==> src/design/svf_pkg.sv <==
// shared types and constants of the servo instruction packet framer
package svf_pkg;

    localparam int BYTE_W = 8;
    localparam int CNT_W  = 5;
    // byte position within a packet, up to 5 + 31 header bytes and params
    localparam int POS_W  = 6;

    localparam logic [BYTE_W-1:0] SYNC_BYTE     = 8'hFF;
    localparam logic [BYTE_W-1:0] WRITE_INSTR   = 8'd3;
    localparam logic [BYTE_W-1:0] PROTECT_RESET = 8'd6;
    localparam logic [BYTE_W-1:0] LEN_EXTRA     = 8'd2;
    localparam logic [CNT_W-1:0]  LEN_TOTAL_ADD = 5'd6;

    localparam logic MODE_HEADER = 1'b0;
    localparam logic MODE_PARAM  = 1'b1;

    // packet byte positions
    localparam logic [POS_W-1:0] POS_SYNC1 = 6'd1;
    localparam logic [POS_W-1:0] POS_ID    = 6'd2;
    localparam logic [POS_W-1:0] POS_LEN   = 6'd3;
    localparam logic [POS_W-1:0] POS_INSTR = 6'd4;
    localparam logic [POS_W-1:0] POS_PARAM = 6'd5;

    typedef enum logic [1:0] {
        ST_IDLE,
        ST_COLLECT,
        ST_EMIT
    } t_state;

    // controller to datapath
    typedef struct packed {
        logic capture_header;
        logic capture_param;
        logic load_byte;
        logic load_reject;
    } t_dp_cmd;

    // datapath to controller
    typedef struct packed {
        logic count_zero;
        logic param_done;
        logic reject;
        logic last_byte;
    } t_dp_status;

endpackage

==> src/design/svf_if.sv <==
// stream and configuration channel interfaces of the packet framer
interface svf_in_if;
    import svf_pkg::*;
    logic              valid;
    logic              ready;
    logic              mode;
    logic [BYTE_W-1:0] servo_id;
    logic [BYTE_W-1:0] instruction;
    logic [CNT_W-1:0]  param_count;
    logic [BYTE_W-1:0] param_byte;

    modport source (output valid, mode, servo_id, instruction, param_count, param_byte,
                    input ready);
    modport sink   (input valid, mode, servo_id, instruction, param_count, param_byte,
                    output ready);
endinterface

interface svf_out_if;
    import svf_pkg::*;
    logic              valid;
    logic              ready;
    logic [BYTE_W-1:0] tx_byte;
    logic              last;
    logic              rejected;
    logic [CNT_W-1:0]  packet_length;

    modport source (output valid, tx_byte, last, rejected, packet_length, input ready);
    modport sink   (input valid, tx_byte, last, rejected, packet_length, output ready);
endinterface

interface svf_cfg_if;
    import svf_pkg::*;
    logic              valid;
    logic              ready;
    logic [BYTE_W-1:0] data;

    modport source (output valid, data, input ready);
    modport sink   (input valid, data, output ready);
endinterface

==> src/design/servo_instruction_packet_framer.sv <==
// top level of the servo instruction packet framer
// A header item (id, instruction, count) is followed by count parameter bytes; while
// collecting, one item is taken per cycle and the bytes go into a parameter ram of
// MAX_PARAMS entries (counts above that are clipped). After the last parameter, or
// right at a header with count zero, the packet 0xFF 0xFF id count+2 instruction
// params checksum leaves one byte per cycle from the output register while the
// output is ready, n+6 bytes for n parameters, paced by the byte sequencer and the
// ram's registered read; input is held off during that time. A write instruction
// whose first parameter is below the configured limit gives one flagged result
// instead. Parameter items with no header pending are dropped silently.
// The ram needs no clearing after reset.
module servo_instruction_packet_framer #(
    parameter int MAX_PARAMS = 16
) (
    input  logic      i_clk,
    input  logic      i_rst_n,
    svf_in_if.sink    i_in,
    svf_out_if.source o_out,
    svf_cfg_if.sink   i_cfg
);
    import svf_pkg::*;

    t_dp_cmd    w_cmd;
    t_dp_status w_status;

    // configuration writes are always taken
    assign i_cfg.ready = 1'b1;

    svf_ctrl u_ctrl (
        .i_clk       (i_clk),
        .i_rst_n     (i_rst_n),
        .i_in_valid  (i_in.valid),
        .i_in_mode   (i_in.mode),
        .o_in_ready  (i_in.ready),
        .i_out_ready (o_out.ready),
        .o_out_valid (o_out.valid),
        .i_status    (w_status),
        .o_cmd       (w_cmd)
    );

    svf_datapath #(
        .MAX_PARAMS (MAX_PARAMS)
    ) u_datapath (
        .i_clk           (i_clk),
        .i_rst_n         (i_rst_n),
        .i_cfg_we        (i_cfg.valid),
        .i_cfg_data      (i_cfg.data),
        .i_servo_id      (i_in.servo_id),
        .i_instruction   (i_in.instruction),
        .i_param_count   (i_in.param_count),
        .i_param_byte    (i_in.param_byte),
        .i_cmd           (w_cmd),
        .o_status        (w_status),
        .o_tx_byte       (o_out.tx_byte),
        .o_last          (o_out.last),
        .o_rejected      (o_out.rejected),
        .o_packet_length (o_out.packet_length)
    );

endmodule

==> src/design/svf_ram.sv <==
// generic single write port ram with registered read
module svf_ram #(
    parameter int WIDTH = 8,
    parameter int DEPTH = 16,
    parameter int AW    = (DEPTH > 1) ? $clog2(DEPTH) : 1
) (
    input  logic             i_clk,
    input  logic             i_we,
    input  logic [AW-1:0]    i_waddr,
    input  logic [WIDTH-1:0] i_wdata,
    input  logic             i_re,
    input  logic [AW-1:0]    i_raddr,
    output logic [WIDTH-1:0] o_rdata
);

    logic [WIDTH-1:0] r_mem [DEPTH];
    logic [WIDTH-1:0] r_rdata;

    // write port
    always_ff @(posedge i_clk) begin
        if (i_we) begin
            r_mem[i_waddr] <= i_wdata;
        end
    end

    // registered read, holds while not enabled
    always_ff @(posedge i_clk) begin
        if (i_re) begin
            r_rdata <= r_mem[i_raddr];
        end
    end

    assign o_rdata = r_rdata;

endmodule

==> src/design/svf_ctrl.sv <==
// controller state machine of the packet framer
module svf_ctrl (
    input  logic                i_clk,
    input  logic                i_rst_n,
    input  logic                i_in_valid,
    input  logic                i_in_mode,
    output logic                o_in_ready,
    input  logic                i_out_ready,
    output logic                o_out_valid,
    input  svf_pkg::t_dp_status i_status,
    output svf_pkg::t_dp_cmd    o_cmd
);
    import svf_pkg::*;

    t_state r_state, n_state;
    logic   r_out_valid, n_out_valid;
    logic   w_in_fire;
    logic   w_out_free;

    assign o_in_ready = (r_state == ST_IDLE) || (r_state == ST_COLLECT);
    assign w_in_fire  = i_in_valid && o_in_ready;
    assign w_out_free = !r_out_valid || i_out_ready;

    // next state
    always_comb begin
        n_state = r_state;
        unique case (r_state)
            ST_IDLE, ST_COLLECT: begin
                if (w_in_fire) begin
                    if (i_in_mode == MODE_HEADER) begin
                        n_state = i_status.count_zero ? ST_EMIT : ST_COLLECT;
                    end else if (r_state == ST_COLLECT && i_status.param_done) begin
                        n_state = ST_EMIT;
                    end
                end
            end
            ST_EMIT: begin
                if (w_out_free && (i_status.reject || i_status.last_byte)) begin
                    n_state = ST_IDLE;
                end
            end
            default: n_state = ST_IDLE;
        endcase
    end

    // datapath commands and output valid
    always_comb begin
        o_cmd = '0;
        unique case (r_state)
            ST_IDLE, ST_COLLECT: begin
                if (w_in_fire) begin
                    if (i_in_mode == MODE_HEADER) begin
                        o_cmd.capture_header = 1'b1;
                    end else if (r_state == ST_COLLECT) begin
                        o_cmd.capture_param = 1'b1;
                    end
                end
            end
            ST_EMIT: begin
                if (w_out_free) begin
                    o_cmd.load_reject = i_status.reject;
                    o_cmd.load_byte   = !i_status.reject;
                end
            end
            default: o_cmd = '0;
        endcase
        n_out_valid = r_out_valid && !i_out_ready;
        if (o_cmd.load_byte || o_cmd.load_reject) begin
            n_out_valid = 1'b1;
        end
    end

    always_ff @(posedge i_clk) begin
        if (!i_rst_n) begin
            r_state     <= ST_IDLE;
            r_out_valid <= 1'b0;
        end else begin
            r_state     <= n_state;
            r_out_valid <= n_out_valid;
        end
    end

    assign o_out_valid = r_out_valid;

endmodule

==> src/design/svf_datapath.sv <==
// header registers, parameter store, byte sequencer and output register
module svf_datapath #(
    parameter int MAX_PARAMS = 16
) (
    input  logic                       i_clk,
    input  logic                       i_rst_n,
    input  logic                       i_cfg_we,
    input  logic [svf_pkg::BYTE_W-1:0] i_cfg_data,
    input  logic [svf_pkg::BYTE_W-1:0] i_servo_id,
    input  logic [svf_pkg::BYTE_W-1:0] i_instruction,
    input  logic [svf_pkg::CNT_W-1:0]  i_param_count,
    input  logic [svf_pkg::BYTE_W-1:0] i_param_byte,
    input  svf_pkg::t_dp_cmd           i_cmd,
    output svf_pkg::t_dp_status        o_status,
    output logic [svf_pkg::BYTE_W-1:0] o_tx_byte,
    output logic                       o_last,
    output logic                       o_rejected,
    output logic [svf_pkg::CNT_W-1:0]  o_packet_length
);
    import svf_pkg::*;

    localparam int AW = (MAX_PARAMS > 1) ? $clog2(MAX_PARAMS) : 1;
    localparam logic [CNT_W+1:0] MaxParams = (CNT_W + 2)'(MAX_PARAMS);

    logic [BYTE_W-1:0] r_limit;
    logic [BYTE_W-1:0] r_id;
    logic [BYTE_W-1:0] r_instr;
    logic [CNT_W-1:0]  r_expected;
    logic [CNT_W-1:0]  r_received;
    logic [BYTE_W-1:0] r_first_param;
    logic [POS_W-1:0]  r_pos;
    logic [BYTE_W-1:0] r_sum;
    logic [BYTE_W-1:0] r_tx_byte;
    logic              r_last;
    logic              r_rejected;
    logic [CNT_W-1:0]  r_length;

    logic [CNT_W-1:0]  w_sat_count;
    logic [CNT_W:0]    w_received_inc;
    logic [POS_W-1:0]  w_last_pos;
    logic [POS_W-1:0]  w_rd_pos;
    logic [BYTE_W-1:0] w_len_byte;
    logic [BYTE_W-1:0] w_byte;
    logic [BYTE_W-1:0] w_rdata;
    logic              w_rd_en;

    // header count saturated to the store depth
    always_comb begin
        if ({2'b00, i_param_count} > MaxParams) begin
            w_sat_count = MaxParams[CNT_W-1:0];
        end else begin
            w_sat_count = i_param_count;
        end
    end

    assign w_received_inc = {1'b0, r_received} + 1'b1;
    assign w_last_pos     = POS_W'(r_expected) + POS_PARAM;
    assign w_len_byte     = BYTE_W'(r_expected) + LEN_EXTRA;
    assign w_rd_pos       = r_pos - POS_INSTR;

    assign o_status.count_zero = (w_sat_count == '0);
    assign o_status.param_done = (w_received_inc >= {1'b0, r_expected});
    assign o_status.reject     = (r_expected != '0) && (r_instr == WRITE_INSTR)
                                 && (r_first_param < r_limit);
    assign o_status.last_byte  = (r_pos == w_last_pos);

    // packet byte at the current position
    always_comb begin
        priority if (r_pos == w_last_pos) begin
            w_byte = ~r_sum;
        end else if (r_pos <= POS_SYNC1) begin
            w_byte = SYNC_BYTE;
        end else if (r_pos == POS_ID) begin
            w_byte = r_id;
        end else if (r_pos == POS_LEN) begin
            w_byte = w_len_byte;
        end else if (r_pos == POS_INSTR) begin
            w_byte = r_instr;
        end else begin
            w_byte = w_rdata;
        end
    end

    // prefetch the parameter needed by the next byte
    assign w_rd_en = i_cmd.load_byte && (r_pos >= POS_INSTR)
                     && (w_rd_pos < POS_W'(r_expected));

    svf_ram #(
        .WIDTH (BYTE_W),
        .DEPTH (MAX_PARAMS),
        .AW    (AW)
    ) u_param_ram (
        .i_clk   (i_clk),
        .i_we    (i_cmd.capture_param),
        .i_waddr (AW'(r_received)),
        .i_wdata (i_param_byte),
        .i_re    (w_rd_en),
        .i_raddr (AW'(w_rd_pos)),
        .o_rdata (w_rdata)
    );

    // configuration register
    always_ff @(posedge i_clk) begin
        if (!i_rst_n) begin
            r_limit <= PROTECT_RESET;
        end else if (i_cfg_we) begin
            r_limit <= i_cfg_data;
        end
    end

    // header and collection state
    always_ff @(posedge i_clk) begin
        if (!i_rst_n) begin
            r_id       <= '0;
            r_instr    <= '0;
            r_expected <= '0;
            r_received <= '0;
        end else if (i_cmd.capture_header) begin
            r_id       <= i_servo_id;
            r_instr    <= i_instruction;
            r_expected <= w_sat_count;
            r_received <= '0;
        end else if (i_cmd.capture_param) begin
            r_received <= w_received_inc[CNT_W-1:0];
        end
    end

    // first parameter kept for the write protection check
    always_ff @(posedge i_clk) begin
        if (i_cmd.capture_param && r_received == '0) begin
            r_first_param <= i_param_byte;
        end
    end

    // byte position and running checksum
    always_ff @(posedge i_clk) begin
        if (!i_rst_n) begin
            r_pos <= '0;
            r_sum <= '0;
        end else if (i_cmd.capture_header) begin
            r_pos <= '0;
            r_sum <= '0;
        end else if (i_cmd.load_byte) begin
            r_pos <= r_pos + 1'b1;
            if (r_pos >= POS_ID) begin
                r_sum <= r_sum + w_byte;
            end
        end
    end

    // output register
    always_ff @(posedge i_clk) begin
        if (i_cmd.load_reject) begin
            r_tx_byte  <= '0;
            r_last     <= 1'b1;
            r_rejected <= 1'b1;
            r_length   <= '0;
        end else if (i_cmd.load_byte) begin
            r_tx_byte  <= w_byte;
            r_last     <= o_status.last_byte;
            r_rejected <= 1'b0;
            r_length   <= o_status.last_byte ? (r_expected + LEN_TOTAL_ADD) : '0;
        end
    end

    assign o_tx_byte       = r_tx_byte;
    assign o_last          = r_last;
    assign o_rejected      = r_rejected;
    assign o_packet_length = r_length;

endmodule

==> src/flat_wrapper.sv <==
// flat-port wrapper written by rule: the top's interface ports become plain ports
module servo_instruction_packet_framer_flat import svf_pkg::*;
#(
    parameter int MAX_PARAMS = 16
)
  (i_clk, i_rst_n, i_in_valid, i_in_mode, i_in_servo_id, i_in_instruction, i_in_param_count, i_in_param_byte, i_in_ready, o_out_valid, o_out_tx_byte, o_out_last, o_out_rejected, o_out_packet_length, o_out_ready, i_cfg_valid, i_cfg_data, i_cfg_ready);
  svf_in_if i_in_i ();
  svf_out_if o_out_i ();
  svf_cfg_if i_cfg_i ();
  input  logic i_clk;
  input  logic i_rst_n;
  input wire logic [$bits(i_in_i.valid)-1:0] i_in_valid;
  input wire logic [$bits(i_in_i.mode)-1:0] i_in_mode;
  input wire logic [$bits(i_in_i.servo_id)-1:0] i_in_servo_id;
  input wire logic [$bits(i_in_i.instruction)-1:0] i_in_instruction;
  input wire logic [$bits(i_in_i.param_count)-1:0] i_in_param_count;
  input wire logic [$bits(i_in_i.param_byte)-1:0] i_in_param_byte;
  output wire logic [$bits(i_in_i.ready)-1:0] i_in_ready;
  output wire logic [$bits(o_out_i.valid)-1:0] o_out_valid;
  output wire logic [$bits(o_out_i.tx_byte)-1:0] o_out_tx_byte;
  output wire logic [$bits(o_out_i.last)-1:0] o_out_last;
  output wire logic [$bits(o_out_i.rejected)-1:0] o_out_rejected;
  output wire logic [$bits(o_out_i.packet_length)-1:0] o_out_packet_length;
  input wire logic [$bits(o_out_i.ready)-1:0] o_out_ready;
  input wire logic [$bits(i_cfg_i.valid)-1:0] i_cfg_valid;
  input wire logic [$bits(i_cfg_i.data)-1:0] i_cfg_data;
  output wire logic [$bits(i_cfg_i.ready)-1:0] i_cfg_ready;
  assign i_in_i.valid = i_in_valid;
  assign i_in_i.mode = i_in_mode;
  assign i_in_i.servo_id = i_in_servo_id;
  assign i_in_i.instruction = i_in_instruction;
  assign i_in_i.param_count = i_in_param_count;
  assign i_in_i.param_byte = i_in_param_byte;
  assign i_in_ready = i_in_i.ready;
  assign o_out_valid = o_out_i.valid;
  assign o_out_tx_byte = o_out_i.tx_byte;
  assign o_out_last = o_out_i.last;
  assign o_out_rejected = o_out_i.rejected;
  assign o_out_packet_length = o_out_i.packet_length;
  assign o_out_i.ready = o_out_ready;
  assign i_cfg_i.valid = i_cfg_valid;
  assign i_cfg_i.data = i_cfg_data;
  assign i_cfg_ready = i_cfg_i.ready;
  servo_instruction_packet_framer #(.MAX_PARAMS(MAX_PARAMS)) u_core (.i_clk(i_clk), .i_rst_n(i_rst_n), .i_in(i_in_i), .o_out(o_out_i), .i_cfg(i_cfg_i));
endmodule
==> config.mk <==
export PLATFORM = sky130hd
export DESIGN_NAME = servo_instruction_packet_framer_flat
export DESIGN_NICKNAME = d
export VERILOG_FILES = /design/src/design/svf_pkg.sv /design/src/design/svf_if.sv /design/src/design/servo_instruction_packet_framer.sv /design/src/design/svf_ram.sv /design/src/design/svf_ctrl.sv /design/src/design/svf_datapath.sv /design/src/flat_wrapper.sv
export SDC_FILE = /design/constraint.sdc
export NUM_CORES = 1
export LEC_CHECK = 0
export BUFFER_PORTS_ARGS = -buffer_cell sky130_fd_sc_hd__buf_2
export CAP_MARGIN = 20
export CORE_MARGIN = 2
export CORE_UTILIZATION = 50
export DETAILED_ROUTE_END_ITERATION = 10
export GPL_TIMING_DRIVEN = 1
export PLACE_DENSITY = 0.65
export SLEW_MARGIN = 20
export SYNTH_ARGS = -nofsm -noshare
export SYNTH_HDL_FRONTEND = slang
export SYNTH_SLANG_ARGS = --single-unit
export TNS_END_PERCENT = 30
==> constraint.sdc <==
create_clock -name i_clk -period 7.5 [get_ports i_clk]
set_clock_uncertainty 0.15 [all_clocks]
set_input_delay 1.875 -clock i_clk [delete_from_list [all_inputs] [get_ports i_clk]]
set_output_delay 1.875 -clock i_clk [all_outputs]
set_load 0.05 [all_outputs]
# Word-level counts from Yosys, hierarchy flattened
# Memory sizes are Yosys's and may differ from the RTL's. A register that Yosys moved wholly into a read port is not among the register bits.
# Cells that the tools add are included.
# word_totals
register_bits	74
input_bits	43
mem_bits_rw	128
mem_count	1
elab_cells	88
# op_classes
n_eq_ne	10
n_addsub	7
mux	23
order_cmp	7
n_reduce_logical	24
bitwise_logic	2
# memory_table
name	words	word_bits	rd	rd_ports_with_merged_regs	wr	line_no	rtl
u_core.u_datapath.u_param_ram.r_mem	16	8	1	1	1	svf_ram.sv:16	logic [WIDTH-1:0] r_mem [DEPTH];
# op_table
operator	count
two-way mux 8 bit	5
two-way mux 2 bit	9
equality test 6 x 2 -> 1 bit, second input constant	2
logical NOT 5 bit	2
two-way mux 5 bit	2
logical AND 1 bit	9
adder 8 bit	1
equality test 8 x 2 -> 1 bit, second input constant	1
< comparator 8 bit	1
NOT 8 bit	1
adder 5 x 1 -> 6 bit, second input constant	1
adder 5 x 2 -> 6 bit, second input constant	1
adder 5 x 3 -> 6 bit, second input constant	1
adder 6 x 1 -> 6 bit, second input constant	1
equality test 6 x 3 -> 1 bit, second input constant	1
equality test 6 bit	1
greater-or-equal comparator 6 x 2 -> 1 bit, second input constant	1
greater-or-equal comparator 6 x 3 -> 1 bit, second input constant	1
greater-or-equal comparator 6 x 5 -> 1 bit	1
<= comparator 6 x 1 -> 1 bit, second input constant	1
< comparator 6 x 5 -> 1 bit	1
two-way mux 1 bit	6
subtractor 6 x 3 -> 6 bit, second input constant	1
adder 5 x 3 -> 5 bit, second input constant	1
other kinds (14)	21

# Depth between registers and ports, before layout
# Gate-level depths: netlist (run 1).
# depth
ltp_word	8
mapped_depth	20

# Hierarchy
# Synthesis (run 1) repeated with hierarchy kept, for this count alone.
# unflattened
cells_unflattened	727
hier_area_um2	9683.0
# modules_own_cells
module	n_inst	cells_each	seq_area_each_um2	area_each_um2
svf_ram	1	229	4083.9	5227.5
svf_datapath	1	473	1501.4	4259.1
svf_ctrl	1	23	60.1	185.2
servo_instruction_packet_framer	1	2	0.0	11.3

# Worst setup path after synthesis (run 1)
# No wires, ideal clock.
# synth_timing
path_kind	in2reg
startpoint	in i_in_valid
endpoint	reg u_core.u_datapath.r_first_param[0], enable pin
arrival_ps	3277
required_ps	6955
cell_stages	4
setup_slack_ps	3678
setup_time_ps	395
cell_sequence	and4_1 -> clkbuf_1 -> nand2_1 -> nor4_1
# synth_between
elab_chain_len	4
# synth_rtl
element	line_no	rtl
start: declaration	flat_wrapper.sv:12	input wire logic [$bits(i_in_i.valid)-1:0] i_in_valid;
logical AND 1 bit	svf_ctrl.sv:21	assign w_in_fire = i_in_valid && o_in_ready;
two-way mux 2 bit	svf_ctrl.sv:51	if (w_in_fire) begin
two-way mux 2 bit	svf_ctrl.sv:49	unique case (r_state)
logical AND 1 bit	svf_datapath.sv:130	if (i_cmd.capture_param && r_received == '0) begin
end signal: assignment	svf_datapath.sv:131	r_first_param <= i_param_byte;
end: declaration	svf_datapath.sv:30	logic [BYTE_W-1:0] r_first_param;
# Every way passes these cells.
# A chain may end at the register's enable or synchronous reset.

# Worst setup path in the final report (run 1)
# layout_timing
startpoint	reg u_core.u_datapath.r_pos[0]
endpoint	reg u_core.u_datapath.r_sum[7]
# layout_between
elab_chain_len	7
word_cells_on_any_way	13
classes_between	add/sub: 1; order compare: 2; eq/ne: 4; mux: 5; reduce/logical: 1
# layout_rtl
element	line_no	rtl
start: declaration	svf_datapath.sv:31	logic [POS_W-1:0] r_pos;
start signal: assignment	svf_datapath.sv:144	r_pos <= r_pos + 1'b1;
equality test 6 x 3 -> 1 bit	svf_datapath.sv:77	end else if (r_pos == POS_INSTR) begin
two-way mux 8 bit	svf_datapath.sv:77	
two-way mux 8 bit	svf_datapath.sv:75	end else if (r_pos == POS_LEN) begin
two-way mux 8 bit	svf_datapath.sv:73	end else if (r_pos == POS_ID) begin
two-way mux 8 bit	svf_datapath.sv:71	end else if (r_pos <= POS_SYNC1) begin
two-way mux 8 bit (*)	svf_datapath.sv:69	priority if (r_pos == w_last_pos) begin
named net u_core.u_datapath.w_byte[1]	svf_datapath.sv:43	logic [BYTE_W-1:0] w_byte;
adder 8 bit (*)	svf_datapath.sv:146	r_sum <= r_sum + w_byte;
end signal: assignment	svf_datapath.sv:146	
end: declaration	svf_datapath.sv:32	logic [BYTE_W-1:0] r_sum;
# The timed path passes the listed nets; every way through them passes the cells marked *.

==> results of run 1 <==
==> worst reg2reg max path, delay by kind of cell, from the launching register on <==
family	cells	cell delay [ns]
AOI/OAI and AO/OA	6	1.28
adders and majority gates	2	0.62
buffers and inverters	2	0.77
DFF	1	0.31
muxes	1	0.38
and+or+nand+nor	3	0.83
==> kinds of logic (layout without fill, tap and decap cells) <==
group,Yosys count,in the layout,share of synthesized area (%)
AOI/OAI and AO/OA,107,107,7.77
xor gates and xnor gates,27,27,2.52
buffers and inverters,65,139,3.01
muxes,59,59,11.6
other,1,1,0.0399
and+or+nand+nor,186,186,9.34
adders and majority gates,41,41,5.54
DFF,210,210,60.1
==> flip-flops by register name (all words and copies together) (netlist names), 5 cells and up <==
signal	count
u_core.u_datapath.o_packet_length	5
u_core.u_datapath.o_tx_byte	8
u_core.u_datapath.r_expected	5
u_core.u_datapath.r_first_param	8
u_core.u_datapath.r_id	8
u_core.u_datapath.r_instr	8
u_core.u_datapath.r_limit	8
u_core.u_datapath.r_pos	6
u_core.u_datapath.r_received	5
u_core.u_datapath.r_sum	8
u_core.u_datapath.u_param_ram.o_rdata	8
u_core.u_datapath.u_param_ram.r_mem	128
==> metal layers <==
metal | GRT usage [%] | routed length, µm | part of all wire [%] | vias up
li1 | - | - | - | 2698
met1 | 28.5 | 8910 | 46 | 2813
met2 | 31.6 | 9110 | 47 | 140
met3 | 3.19 | 1040 | 5.4 | 30
met4 | 4.53 | 325 | 1.7 | 0
met5 | 0 | 0 | 0 | -
==> cell usage in the layout (no fill, tap or decap), drive strengths merged, types with 2 or more instances in the layout <==
master   synthesis  layout
clkinv           0       7
o21a             2       2
and4             2       2
o211ai           5       5
ha              40      40
nor3            11      11
xor2             9       9
dfxtp           66      66
mux2i           18      18
a22oi            4       4
and3             5       5
a21boi          23      23
mux4            40      40
nand2b           7       7
nand4            3       3
clkbuf          18      31
nand3           12      12
nand2           78      78
nor2b            9       9
a21oi           21      21
edfxtp         144     144
nand3b           6       6
or2              2       2
nor2            39      39
a2111oi          3       3
o21ai           25      25
xnor2           18      18
inv             31      33
nor4             3       3
buf             16      66
a21o             4       4
a211oi           4       4
nor4b            2       2
nor3b            3       3
a22o             8       8
==> path summary, 6_finish.rpt <==
path | end | slack [ns] | depth (start not counted)
min reg2reg | u_core.u_datapath.o_rejected$_SDFFE_PP1P_ | 0.30 | 2
min | u_core.u_datapath.o_rejected$_SDFFE_PP1P_ | 0.30 | 2
max reg2reg | u_core.u_datapath.r_sum[7]$_SDFFE_PP0P_ | 3.05 | 14
max | u_core.u_datapath.r_sum[7]$_SDFFE_PP0P_ | 3.05 | 14
==> per-stage QoR <==
| step | area (µm²) | utilization (%) | total power, µW | cells |
|---|---|---|---|---|
| after global routing | 10600 | 57.0 | 2660 | 1004 |
| after detailed placement | 9860 | 53.1 | 1530 | 962 |
| final | 10600 | 57.0 | 2570 | 1004 |
| after CTS | 10600 | 57.0 | 2600 | 1004 |
| after floorplan | 9390 | - | 1460 | 696 |
| after global placement | 9860 | 53.1 | 1520 | 962 |
==> power by group through the flow <==
stage | Sequential [µW] | Combinational, µW | Clock [µW]
finish | 1280 | 216 | 1070
global route | 1290 | 233 | 1140
CTS | 1280 | 217 | 1100
detailed placement | 1310 | 216 | 0
global placement | 1310 | 214 | 0
floorplan | 1370 | 87.3 | 0
==> cell type report <==
class | count | area share (%)
well taps | 234 | 2.77
repair buffers | 66 | 3.29
clock inverters | 11 | 0.769
flip-flops and latches | 210 | 53.4
inverters | 31 | 1.10
multi-input cells | 421 | 32.7
clock buffers | 31 | 6.03
==> impl_table.tex, run 1 <==
\begin{tabular}{lr}
\hline
Metric & Value \\
\hline
\multicolumn{2}{l}{\textbf{Synthesis}} \\
\quad Most used standard cells in the synthesized netlist & sky130\_fd\_sc\_hd\_\_edfxtp\_1 (144), sky130\_fd\_sc\_hd\_\_nand2\_1 (78), sky130\_fd\_sc\_hd\_\_dfxtp\_1 (66), sky130\_fd\_sc\_hd\_\_ha\_1 (40), sky130\_fd\_sc\_hd\_\_mux4\_2 (40) \\
\quad Cell Area, Synth & $\sim$9400 µm² \\
\quad Post-Syn Nets & 780 \\
\quad Mean instance size in the synthesized netlist & 13.5 µm² \\
\quad Most used DFF post-synth & sky130\_fd\_sc\_hd\_\_edfxtp\_1 \\
\quad Synth async-reset ratio & 0\% \\
\quad Post-synthesis instance total & 696 \\
\quad Cells taking the most area after synthesis & sky130\_fd\_sc\_hd\_\_edfxtp\_1 (46\%), sky130\_fd\_sc\_hd\_\_dfxtp\_1 (14\%), sky130\_fd\_sc\_hd\_\_mux4\_2 (9.6\%) \\
\quad Unique masters post-synth & between 50 and 60 \\
\quad Warnings from Yosys & 0 \\
\quad Cell taking the most area after synthesis & sky130\_fd\_sc\_hd\_\_edfxtp\_1 \\
\quad Leading cell type by number of instances after synthesis & sky130\_fd\_sc\_hd\_\_edfxtp\_1 \\
\quad Sequential-to-total area share from yosys stat & 60.1\% \\
\quad Flops \& latches, synth & 210 \\
\quad EDFF count, synth & around 140 \\
\quad Share of Yosys cell area claimed by the top area cell type & about 46\% \\
\multicolumn{2}{l}{\textbf{STA}} \\
\quad Endpoints failing hold & 0 \\
\quad Crit path time final & 4.45 ns \\
\quad Number of endpoints failing setup at the final stage & 0 \\
\quad Relative slew margins & 39.3\% \\
\quad Maximum operating frequency & 0.225 GHz \\
\quad Final worst hold slack & 0.296 ns \\
\quad Final total negative setup slack & 0 ns \\
\quad Actual transition at the worst max-transition pin & 0.907 ns \\
\quad Setup repair after global routing missed its margin & false \\
\quad Least setup slack across all paths after layout & 3.05 ns \\
\quad Final max-slew violation count & 0 \\
\quad Final cycle utilization of the critical path & 59.4\% \\
\multicolumn{2}{l}{\textbf{Clock network}} \\
\quad Number of levels the H-tree was split into & 1 \\
\quad CTS Sinks & 210 \\
\quad Post-CTS setup buffers & 0 \\
\quad CTS tree & done \\
\quad Quantity of hold-fixing buffers added after cts & 0 \\
\quad Clock tree root driver cell & sky130\_fd\_sc\_hd\_\_clkbuf\_16 \\
\quad Clock-pin slew on the worst setup and hold paths & 0.06 ns \\
\quad Clock insertion delay at the later pin of the skew report & 0.51 ns \\
\quad Buffer depth of the longest clock path & 3 \\
\quad Resized cells post-CTS & 0 \\
\quad Num CTS Buffers & 23 \\
\multicolumn{2}{l}{\textbf{Layout}} \\
\quad Layout overhead on the synthesized area & 12.7\% \\
\quad Fillers & $\sim$1500 \\
\quad Layout cell share with drive strength beyond 1 & 19.4\% \\
\quad Ant. Diodes & 0 \\
\quad Area of combinational cells with multiple inputs & 3460 µm² \\
\quad Sequential Area & about 5600 µm² \\
\quad Total Nets Final & 837 \\
\multicolumn{2}{l}{\textbf{Power and ir drop}} \\
\quad Net load switching power & about 610 µW \\
\quad Comb pwr share & 8.4\% \\
\quad Clock share of power & 41.7\% \\
\quad Share of total power consumed by net switching & approximately a quarter \\
\quad Worst voltage drop across the vdd grid & 0.189 mV \\
\quad Internal power & $\sim$2000 µW \\
\quad Standby leakage power & 0.00375 µW \\
\quad Share of power burned in registers & 49.9\% \\
\quad PwrDens & 243 nW/µm² \\
\multicolumn{2}{l}{\textbf{Die}} \\
\quad Area of the die & roughly 20000 µm² \\
\quad I/O pin total & slightly above 60 \\
\quad Height of the die & around 140 µm \\
\quad Die width & 141 µm \\
\quad Rows & 50 \\
\quad Area of the core & 18600 µm² \\
\quad Initial core utilization & 50.5\% \\
\multicolumn{2}{l}{\textbf{Global route}} \\
\quad Largest net degree at the start of global routing & 41 \\
\quad All-layer global routing usage & 19.6\% \\
\quad Total congestion overflow after global routing & 0 \\
\quad Global-route wire length before repair & 30900 µm \\
\quad Vias in the first global route & 5654 \\
\quad Initial antenna violation count & 0 \\
\multicolumn{2}{l}{\textbf{Detailed routing}} \\
\quad Number of iterations in the first detailed-routing pass & 4 \\
\quad Average wire per cell in the routed design & 19.3 µm \\
\quad Via-to-Cell Ratio & approximately 5.7 \\
\quad Residual DRC count & 0 \\
\quad Via count & 5681 \\
\quad Antenna-violating nets left & 0 \\
\quad Detailed-route wire length & a little under 20000 µm \\
\quad Detailed Route Iter0 Violations & approximately 280 \\
\multicolumn{2}{l}{\textbf{Hold path}} \\
\quad Classification of the worst-slack hold path & register to register \\
\quad Hold Startpoint & u\_core.u\_datapath.o\_rejected\$\_SDFFE\_PP1P\_ \\
\multicolumn{2}{l}{\textbf{Worst setup path}} \\
\quad Worst path max stage delay & about 0.63 ns \\
\quad CP Class & register to register \\
\quad Launch point of the critical path & u\_core.u\_datapath.r\_pos[0]\$\_SDFFE\_PP0P\_ \\
\quad CP Capture Type & register \\
\quad Worst Path Required & 7.72 ns \\
\quad Critical path fanouts, max & 37 \\
\quad Launching point of the worst reg2reg path & u\_core.u\_datapath.r\_pos[0]\$\_SDFFE\_PP0P\_ \\
\quad Sort of element at the start of the critical path & register \\
\quad Kind of cell adding the most delay to the critical path & compound AO/OA/AOI/OAI gates \\
\quad WP data arrival & 4.67 ns \\
\quad CP cell instances & buf\_4 > inv\_1 > ha\_1 > nor2\_1 > and4\_1 > mux2i\_1 > ha\_1 > a21oi\_1 > o2111ai\_1 > a21o\_1 > a21oi\_1 > nor4\_1 > a211oi\_1 > o32ai\_2 \\
\quad Cell at the slowest stage of the critical path & sky130\_fd\_sc\_hd\_\_and4\_1 \\
\quad Buffers plus inverters on the worst setup path & 2 \\
\multicolumn{2}{l}{\textbf{Placement}} \\
\quad DP HPWL & approximately 13000 µm \\
\quad Gpl congestion & 0.862 \\
\quad Number of input and output port buffers inserted & 59 \\
\quad Pre-CTS WS & 3.03 ns \\
\multicolumn{2}{l}{\textbf{Outcome}} \\
\quad Run status & finished clean \\
\multicolumn{2}{l}{\textbf{Flow run}} \\
\quad Total of max-cap violations & 0 \\
\hline
\end{tabular}
No activity file was read; power rests on OpenSTA's default activity.
==> inputs of run 2 (changes only) <==
==> constraint.sdc (replaced) <==
create_clock -name i_clk -period 4.6 [get_ports i_clk]
set_clock_uncertainty 0.15 [all_clocks]
set_input_delay 1.15 -clock i_clk [delete_from_list [all_inputs] [get_ports i_clk]]
set_output_delay 1.15 -clock i_clk [all_outputs]
set_load 0.05 [all_outputs]
==> run 2 against run 1 <==
Non-clock buffer count grew 6. Highest routed layer unchanged. Worst setup slack lost 2.5 ns. Global-route usage grew 0.53 points. Critical path type unchanged.
==> impl_table.tex, run 2 (same netlist as run 1, synthesis figures left out) <==
\begin{tabular}{lr}
\hline
Metric & Value \\
\hline
\multicolumn{2}{l}{\textbf{STA}} \\
\quad Relative slew margins & 36.7\% (-2.6 points) \\
\quad Final total negative setup slack & 0 ns (unchanged) \\
\quad Final max-slew violation count & 0 (unchanged) \\
\quad Crit path time final & 4.03 ns (-0.422 ns) \\
\quad Actual transition at the worst max-transition pin & 0.945 ns (+0.0379 ns) \\
\quad Final cycle utilization of the critical path & 87.6\% (+28 points) \\
\quad Maximum operating frequency & 0.248 GHz (+10\%) \\
\quad Setup repair after global routing missed its margin & false \\
\quad Endpoints failing hold & 0 (unchanged) \\
\quad Number of endpoints failing setup at the final stage & 0 (unchanged) \\
\multicolumn{2}{l}{\textbf{Global route}} \\
\quad Largest net degree at the start of global routing & 35 (-15\%) \\
\quad Total congestion overflow after global routing & 0 (unchanged) \\
\quad Global-route wire length before repair & 31300 µm (+1.5\%) \\
\quad Vias in the first global route & 5681 (+0.48\%) \\
\quad All-layer global routing usage & 20.2\% (+0.53 points) \\
\quad Initial antenna violation count & 0 (unchanged) \\
\multicolumn{2}{l}{\textbf{Worst setup path}} \\
\quad Sort of element at the start of the critical path & register \\
\quad WP data arrival & 4.25 ns (-0.42 ns) \\
\quad Reg2reg end & u\_core.u\_datapath.r\_sum[7]\$\_SDFFE\_PP0P\_ \\
\quad Critical path fanouts, max & 10 (-73\%) \\
\quad Worst reg2reg setup slack & 0.57 ns (-2.48 ns) \\
\quad CP Class & register to register \\
\quad Worst Path Required & 4.82 ns (-2.90 ns) \\
\quad CP Capture Type & register \\
\quad FF-to-FF path depth & 15 (+1) \\
\quad Crit path capture & u\_core.u\_datapath.r\_sum[7]\$\_SDFFE\_PP0P\_ \\
\quad Launching point of the worst reg2reg path & u\_core.u\_datapath.r\_expected[2]\$\_SDFFE\_PN0P\_ \\
\quad Launch point of the critical path & u\_core.u\_datapath.r\_expected[2]\$\_SDFFE\_PN0P\_ \\
\multicolumn{2}{l}{\textbf{Detailed routing}} \\
\quad Via-to-Cell Ratio & 5.66 (+0.11\%) \\
\quad Detailed Route Iter0 Violations & 428 (+52\%) \\
\quad Average wire per cell in the routed design & 19.6 µm (+1.2\%) \\
\quad Number of iterations in the first detailed-routing pass & 7 (+3) \\
\quad Via count & 5721 (+0.70\%) \\
\quad Detailed-route wire length & 19700 µm (+1.8\%) \\
\quad Residual DRC count & 0 (unchanged) \\
\quad Antenna-violating nets left & 0 (unchanged) \\
\multicolumn{2}{l}{\textbf{Die}} \\
\quad Height of the die & 141 µm (unchanged) \\
\quad Die width & 141 µm (unchanged) \\
\quad Area of the die & 19900 µm² (unchanged) \\
\quad Area of the core & 18600 µm² (unchanged) \\
\quad I/O pin total & 61 (unchanged) \\
\quad Initial core utilization & 50.5\% (unchanged) \\
\quad Rows & 50 (unchanged) \\
\multicolumn{2}{l}{\textbf{Placement}} \\
\quad DP HPWL & 13800 µm (+2.9\%) \\
\quad Gpl congestion & 0.849 (-1.5\%) \\
\quad Number of input and output port buffers inserted & 59 (unchanged) \\
\multicolumn{2}{l}{\textbf{Power and ir drop}} \\
\quad Worst voltage drop across the vdd grid & 0.312 mV (+65\%) \\
\quad PwrDens & 398 nW/µm² (+64\%) \\
\quad Standby leakage power & 0.00379 µW (+0.90\%) \\
\multicolumn{2}{l}{\textbf{Clock network}} \\
\quad Num CTS Buffers & 23 (unchanged) \\
\quad Quantity of hold-fixing buffers added after cts & 0 (unchanged) \\
\quad Resized cells post-CTS & 0 (unchanged) \\
\quad CTS Sinks & 210 (unchanged) \\
\quad Clock tree root driver cell & sky130\_fd\_sc\_hd\_\_clkbuf\_16 \\
\quad CTS tree & done \\
\quad Number of levels the H-tree was split into & 1 (unchanged) \\
\quad Clock-pin slew on the worst setup and hold paths & 0.06 ns (about the same) \\
\quad Clock insertion delay at the later pin of the skew report & 0.52 ns (about the same) \\
\quad Buffer depth of the longest clock path & 3 (unchanged) \\
\quad Post-CTS setup buffers & 0 (unchanged) \\
\multicolumn{2}{l}{\textbf{Layout}} \\
\quad Layout cell share with drive strength beyond 1 & 20.2\% (+0.88 points) \\
\quad Most common cell after layout, fill and taps aside & sky130\_fd\_sc\_hd\_\_edfxtp\_1 \\
\quad Layout overhead on the synthesized area & 13.4\% \\
\quad Total Nets Final & 843 (+0.72\%) \\
\quad Top reg by flops & u\_core.u\_datapath.u\_param\_ram.r\_mem \\
\quad Top library cells by usage in the layout, fill and taps aside & sky130\_fd\_sc\_hd\_\_edfxtp\_1 (144), sky130\_fd\_sc\_hd\_\_nand2\_1 (78), sky130\_fd\_sc\_hd\_\_dfxtp\_1 (65) \\
\quad Ant. Diodes & 0 (unchanged) \\
\quad Max FFs per register & 128 (unchanged) \\
\quad Final core utilization & 57.3\% (+0.34 points) \\
\multicolumn{2}{l}{\textbf{Flow run}} \\
\quad Total of max-cap violations & 0 (unchanged) \\
\multicolumn{2}{l}{\textbf{Outcome}} \\
\quad Run status & finished clean \\
\multicolumn{2}{l}{\textbf{Hold path}} \\
\quad Hold path depth & 2 (unchanged) \\
\quad Classification of the worst-slack hold path & register to register \\
\hline
\end{tabular}
-- run 2: final cells by class --
| cell class | count | area (µm²) |
|---|---|---|
| Inverter | 31 | 116 |
| Clock inverter | 14 | 144 |
| Sequential cell | 210 | 5650 |
| Multi-Input combinational cell | 421 | 3460 |
| Timing Repair Buffer | 72 | 393 |
| Clock buffer | 28 | 594 |
| Tap cell | 234 | 293 |
| Fill cell | 1471 | 7930 |
-- run 2: how the worst min path moves through the flow --
stage,from,endpoint
2_1_floorplan,u_core.u_datapath.r_id[6]$_SDFFE_PN0P_,u_core.u_datapath.r_id[6]$_SDFFE_PN0P_
3_3_place_gp,u_core.u_datapath.o_rejected$_SDFFE_PP1P_,u_core.u_datapath.o_rejected$_SDFFE_PP1P_
3_5_place_dp,u_core.u_datapath.o_rejected$_SDFFE_PP1P_,u_core.u_datapath.o_rejected$_SDFFE_PP1P_
4_1_cts,u_core.u_datapath.o_rejected$_SDFFE_PP1P_,u_core.u_datapath.o_rejected$_SDFFE_PP1P_
5_1_grt,u_core.u_datapath.o_rejected$_SDFFE_PP1P_,u_core.u_datapath.o_rejected$_SDFFE_PP1P_
6_report,u_core.u_datapath.o_rejected$_SDFFE_PP1P_,u_core.u_datapath.o_rejected$_SDFFE_PP1P_
-- run 2: critical path, stage by stage, from the launching register on --
cell	delay (ns)
sky130_fd_sc_hd__dfxtp_1	0.51
sky130_fd_sc_hd__inv_1	0.16
sky130_fd_sc_hd__ha_1	0.21
sky130_fd_sc_hd__a21oi_1	0.20
sky130_fd_sc_hd__nor3_1	0.09
sky130_fd_sc_hd__xnor2_1	0.14
sky130_fd_sc_hd__and4_1	0.45
sky130_fd_sc_hd__mux2i_1	0.33
sky130_fd_sc_hd__ha_1	0.29
sky130_fd_sc_hd__a21oi_1	0.20
sky130_fd_sc_hd__o2111ai_1	0.20
sky130_fd_sc_hd__a21o_1	0.23
sky130_fd_sc_hd__a21oi_1	0.23
sky130_fd_sc_hd__nor4_1	0.09
sky130_fd_sc_hd__a211oi_1	0.29
sky130_fd_sc_hd__o32ai_2	0.12
-- run 2: metal layers --
metal	up-vias	GRT usage [%]	wire length, µm
li1	2711	-	-
met1	2866	28.5	9220
met2	113	33.1	9320
met3	31	3.02	743
met4	0	5.42	464
met5	-	0	0
-- run 2: through the flow --
stage                     hold WS (ns)  total power [µW]  worst slack, ns  cells  instance area [µm²]
after CTS                        0.298              4260            0.579   1010                10600
final                            0.292              4240            0.569   1010                10600
after detailed placement         0.289              2490            0.612    968                 9910
after global placement           0.282              2480            0.806    968                 9910
after global routing             0.323              4370            0.238   1010                10600
after floorplan                  0.291              2380            0.785    696                 9390
-- run 2: power by group --
part,internal (µW),switching [µW]
Clock,1050,745
Combinational,116,235
Sequential,2060,31.7
==> inputs of run 3 (changes only) <==
--- a/config.mk
+++ b/config.mk
@@ -15,5 +15,6 @@
 export SLEW_MARGIN = 20
 export SYNTH_ARGS = -nofsm -noshare
 export SYNTH_HDL_FRONTEND = slang
+export SYNTH_HIERARCHICAL = 1
 export SYNTH_SLANG_ARGS = --single-unit
 export TNS_END_PERCENT = 30
==> run 3 against run 2 <==
First-iteration DRC count fell by 12%. Total power decreased by 3.6%. Clock-buffer cell count rose by 3. Largest power group unchanged.
==> impl_table.tex, run 3 <==
\begin{tabular}{lr}
\hline
Metric & Value \\
\hline
\multicolumn{2}{l}{\textbf{Outcome}} \\
\quad Run status & finished clean \\
\multicolumn{2}{l}{\textbf{Flow run}} \\
\quad Total of max-cap violations & 0 (unchanged) \\
\multicolumn{2}{l}{\textbf{Layout}} \\
\quad Ant. Diodes & 0 (unchanged) \\
\quad Top library cells by usage in the layout, fill and taps aside & sky130\_fd\_sc\_hd\_\_edfxtp\_1 (144), sky130\_fd\_sc\_hd\_\_dfxtp\_1 (65), sky130\_fd\_sc\_hd\_\_buf\_2 (59) \\
\quad Final non-filler cell total & 1062 (+5.1\%) \\
\quad Total Nets Final & 868 (+3.0\%) \\
\quad Layout overhead on the synthesized area & 12.4\% \\
\quad Top reg by flops & u\_core/u\_datapath/u\_param\_ram/r\_mem \\
\quad Layout cell share with drive strength beyond 1 & 16.7\% (-3.5 points) \\
\quad Max FFs per register & 128 (unchanged) \\
\quad Most common cell after layout, fill and taps aside & sky130\_fd\_sc\_hd\_\_edfxtp\_1 \\
\multicolumn{2}{l}{\textbf{Worst setup path}} \\
\quad CP Class & register to register \\
\quad Worst Path Required & 4.90 ns (+0.08 ns) \\
\quad Launch point of the critical path & u\_core/u\_datapath/r\_expected[2]\$\_SDFFE\_PN0P\_ \\
\quad Launching point of the worst reg2reg path & u\_core/u\_datapath/r\_expected[2]\$\_SDFFE\_PN0P\_ \\
\quad CP Capture Type & register \\
\quad Sort of element at the start of the critical path & register \\
\quad Critical path fanouts, max & 19 (+9) \\
\quad Worst reg2reg setup slack & 0.41 ns (-0.16 ns) \\
\quad Crit path capture & u\_core/u\_datapath/r\_sum[7]\$\_SDFFE\_PP0P\_ \\
\quad FF-to-FF path depth & 14 (-1) \\
\quad WP data arrival & 4.49 ns (+0.24 ns) \\
\quad Reg2reg end & u\_core/u\_datapath/r\_sum[7]\$\_SDFFE\_PP0P\_ \\
\multicolumn{2}{l}{\textbf{Detailed routing}} \\
\quad Residual DRC count & 0 (unchanged) \\
\quad Detailed Route Iter0 Violations & 377 (-12\%) \\
\quad Total routed wire length on the met1 layer & 9400 µm (+1.9\%) \\
\quad Met2 routed WL & 9880 µm (+6.1\%) \\
\quad Number of iterations in the first detailed-routing pass & 4 (-3) \\
\quad Via-to-Cell Ratio & 5.58 (-1.5\%) \\
\quad Via count & 5927 (+3.6\%) \\
\quad Top layer used by detailed routing & met4 \\
\quad Average wire per cell in the routed design & 19.7 µm (+0.93\%) \\
\quad Detailed-route wire length & 21000 µm (+6.1\%) \\
\quad Met3 Wirelength & 811 µm (+9.2\%) \\
\quad Antenna-violating nets left & 0 (unchanged) \\
\multicolumn{2}{l}{\textbf{Placement}} \\
\quad Pre-CTS WS & 0.445 ns (-0.167 ns) \\
\quad Placed cells & 1022 (+5.6\%) \\
\quad DP HPWL & 14700 µm (+6.4\%) \\
\quad Gpl congestion & 0.871 (+2.6\%) \\
\quad Number of input and output port buffers inserted & 59 (unchanged) \\
\multicolumn{2}{l}{\textbf{Synthesis}} \\
\quad Synth async-reset ratio & 0\% (unchanged) \\
\quad Synth Area in Simple Gates & 11.6\% (+2.3 points) \\
\quad Post-Syn Nets & 809 (+3.7\%) \\
\quad Flops \& latches, synth & 210 (unchanged) \\
\quad Area fraction in compound gates after synthesis & 7.90\% (+0.12 points) \\
\quad Share of Yosys cell area claimed by the top area cell type & 44.7\% (-1.4 points) \\
\quad Multiplexer fraction of the synthesized cell area & 11.6\% (about the same) \\
\quad Area share of fa/ha/maj cells after synthesis & 5.12\% (-0.43 points) \\
\quad Cell taking the most area after synthesis & sky130\_fd\_sc\_hd\_\_edfxtp\_1 \\
\quad Main combinational cell family by area after synthesis & simple AND/OR/NAND/NOR gates \\
\quad Most used DFF post-synth & sky130\_fd\_sc\_hd\_\_edfxtp\_1 \\
\quad Unique masters post-synth & 70 (+21\%) \\
\quad EDFF count, synth & 144 (unchanged) \\
\quad Post-synthesis instance total & 727 (+4.5\%) \\
\quad Leading cell type by number of instances after synthesis & sky130\_fd\_sc\_hd\_\_edfxtp\_1 \\
\quad Mean instance size in the synthesized netlist & 13.3 µm² (-1.3\%) \\
\quad Share of the synthesized netlist area taken by xor and xnor gates & 2.35\% (-0.17 points) \\
\quad Cells taking the most area after synthesis & sky130\_fd\_sc\_hd\_\_edfxtp\_1 (45\%), sky130\_fd\_sc\_hd\_\_dfxtp\_1 (14\%), sky130\_fd\_sc\_hd\_\_ha\_1 (4.9\%) \\
\quad Cell Area, Synth & 9680 µm² (+3.1\%) \\
\quad Sequential-to-total area share from yosys stat & 58.3\% (-1.8 points) \\
\quad Most used standard cells in the synthesized netlist & sky130\_fd\_sc\_hd\_\_edfxtp\_1 (144), sky130\_fd\_sc\_hd\_\_dfxtp\_1 (66), sky130\_fd\_sc\_hd\_\_nand2\_1 (48), sky130\_fd\_sc\_hd\_\_nor2\_1 (39), sky130\_fd\_sc\_hd\_\_ha\_1 (38) \\
\quad Warnings from Yosys & 6 (+6) \\
\multicolumn{2}{l}{\textbf{Global route}} \\
\quad Total congestion overflow after global routing & 0 (unchanged) \\
\quad Global-route wire length before repair & 32900 µm (+5.1\%) \\
\quad Largest net degree at the start of global routing & 36 (+2.9\%) \\
\quad Vias in the first global route & 5948 (+4.7\%) \\
\quad All-layer global routing usage & 21.1\% (+0.96 points) \\
\quad Initial antenna violation count & 0 (unchanged) \\
\multicolumn{2}{l}{\textbf{Clock network}} \\
\quad Clock-pin slew on the worst setup and hold paths & 0.05 ns (about the same) \\
\quad CTS Sinks & 210 (unchanged) \\
\quad Quantity of hold-fixing buffers added after cts & 0 (unchanged) \\
\quad Clock insertion delay at the later pin of the skew report & 0.52 ns (about the same) \\
\quad Post-CTS setup buffers & 0 (unchanged) \\
\quad Clock tree root driver cell & sky130\_fd\_sc\_hd\_\_clkbuf\_16 \\
\quad Resized cells post-CTS & 0 (unchanged) \\
\quad CTS tree & done \\
\quad Num CTS Buffers & 22 (-4.3\%) \\
\quad Number of levels the H-tree was split into & 1 (unchanged) \\
\quad Buffer depth of the longest clock path & 3 (unchanged) \\
\multicolumn{2}{l}{\textbf{Power and ir drop}} \\
\quad Standby leakage power & 0.00383 µW (+1.2\%) \\
\quad Worst voltage drop across the vdd grid & 0.280 mV (-10\%) \\
\quad Total power consumption of the routed design & 4080 µW (-3.6\%) \\
\quad PwrDens & 375 nW/µm² (-5.7\%) \\
\multicolumn{2}{l}{\textbf{Die}} \\
\quad Die width & 143 µm (+1.5\%) \\
\quad Initial core utilization & 51.4\% (+0.90 points) \\
\quad Area of the core & 18800 µm² (+1.3\%) \\
\quad Rows & 50 (unchanged) \\
\quad Height of the die & 143 µm (+1.5\%) \\
\quad I/O pin total & 61 (unchanged) \\
\quad Area of the die & 20500 µm² (+3.1\%) \\
\multicolumn{2}{l}{\textbf{STA}} \\
\quad Final total negative setup slack & 0 ns (unchanged) \\
\quad Endpoints failing hold & 0 (unchanged) \\
\quad Final cycle utilization of the critical path & 91.1\% (+3.4 points) \\
\quad Least setup slack across all paths after layout & 0.411 ns (-0.158 ns) \\
\quad Number of endpoints failing setup at the final stage & 0 (unchanged) \\
\quad Maximum operating frequency & 0.239 GHz (-3.8\%) \\
\quad Relative slew margins & 34.5\% (-2.2 points) \\
\quad Actual transition at the worst max-transition pin & 0.980 ns (+0.0347 ns) \\
\quad Crit path time final & 4.19 ns (+0.158 ns) \\
\quad Setup repair after global routing missed its margin & false \\
\quad Final max-slew violation count & 0 (unchanged) \\
\multicolumn{2}{l}{\textbf{Hold path}} \\
\quad Classification of the worst-slack hold path & register to register \\
\hline
\end{tabular}
## run 3: power breakdown
part	total, µW	internal (µW)	switching [µW]
Combinational	337	106	231
Clock	1650	939	710
Sequential	2100	2070	32.3
## run 3: critical path: stages, from the launching register on
cell and delay, ns:
sky130_fd_sc_hd__dfxtp_1 0.53, sky130_fd_sc_hd__inv_1 0.18, sky130_fd_sc_hd__ha_1 0.22, sky130_fd_sc_hd__a21oi_1 0.23, sky130_fd_sc_hd__xnor2_1 0.15, sky130_fd_sc_hd__nand4_1 0.28, sky130_fd_sc_hd__nor2_4 0.54, sky130_fd_sc_hd__mux2i_1 0.34
sky130_fd_sc_hd__ha_1 0.25, sky130_fd_sc_hd__a21oi_1 0.10, sky130_fd_sc_hd__nand4b_1 0.20, sky130_fd_sc_hd__a31oi_1 0.32, sky130_fd_sc_hd__inv_1 0.10, sky130_fd_sc_hd__or4_1 0.47, sky130_fd_sc_hd__nand3_1 0.08
## run 3: stage by stage
| stage | util, % | hold slack (ns) | instance area (µm²) |
|---|---|---|---|
| 6_report | 57.8 | 0.309 | 10900 |
| 5_1_grt | 57.8 | 0.337 | 10900 |
| 4_1_cts | 57.8 | 0.315 | 10900 |
| 3_5_place_dp | 54.2 | 0.305 | 10200 |
| 3_3_place_gp | 54.2 | 0.285 | 10200 |
| 2_1_floorplan | - | 0.303 | 9680 |
## run 3: worst min path at each step
stage	start	endpoint	slack, ns	depth (start not counted)
detailed placement	u_core/u_datapath/o_last$_SDFFE_PP1P_	u_core/u_datapath/o_last$_SDFFE_PP1P_	0.30	1
global placement	u_core/u_datapath/o_rejected$_SDFFE_PP1P_	u_core/u_datapath/o_rejected$_SDFFE_PP1P_	0.29	1
finish	u_core/u_datapath/o_packet_length[4]$_SDFFE_PP0P_	u_core/u_datapath/o_packet_length[4]$_SDFFE_PP0P_	0.31	2
floorplan	u_core/u_datapath/r_sum[0]$_SDFFE_PP0P_	u_core/u_datapath/r_sum[0]$_SDFFE_PP0P_	0.30	2
global route	u_core/u_datapath/o_rejected$_SDFFE_PP1P_	u_core/u_datapath/o_rejected$_SDFFE_PP1P_	0.34	1
CTS	u_core/u_datapath/o_packet_length[4]$_SDFFE_PP0P_	u_core/u_datapath/o_packet_length[4]$_SDFFE_PP0P_	0.32	2
## run 3: kinds of logic after synthesis
kind of cell    count (synthesis)
other cells                     1
flops                         210
simple gates                  210
compound gates                113
buf+inv                        61
xor+xnor                       26
mux                            67
fa+ha+maj                      39
## run 3: layer usage
metal	vias to the layer above	GRT usage, %
met2	133	34.7
met4	0	8.34
met3	53	3.22
met5	-	0
li1	2855	-
met1	2886	28.4
## run 3: cell type report
cell class / count / area (µm²)
clock buffer: 31 / 614
multi-input combinational: 456 / 3750
clock inverter: 9 / 68.8
tap: 260 / 325
fill: 1532 / 7950
timing repair buffer: 70 / 378
inverter: 26 / 97.6
sequential: 210 / 5650
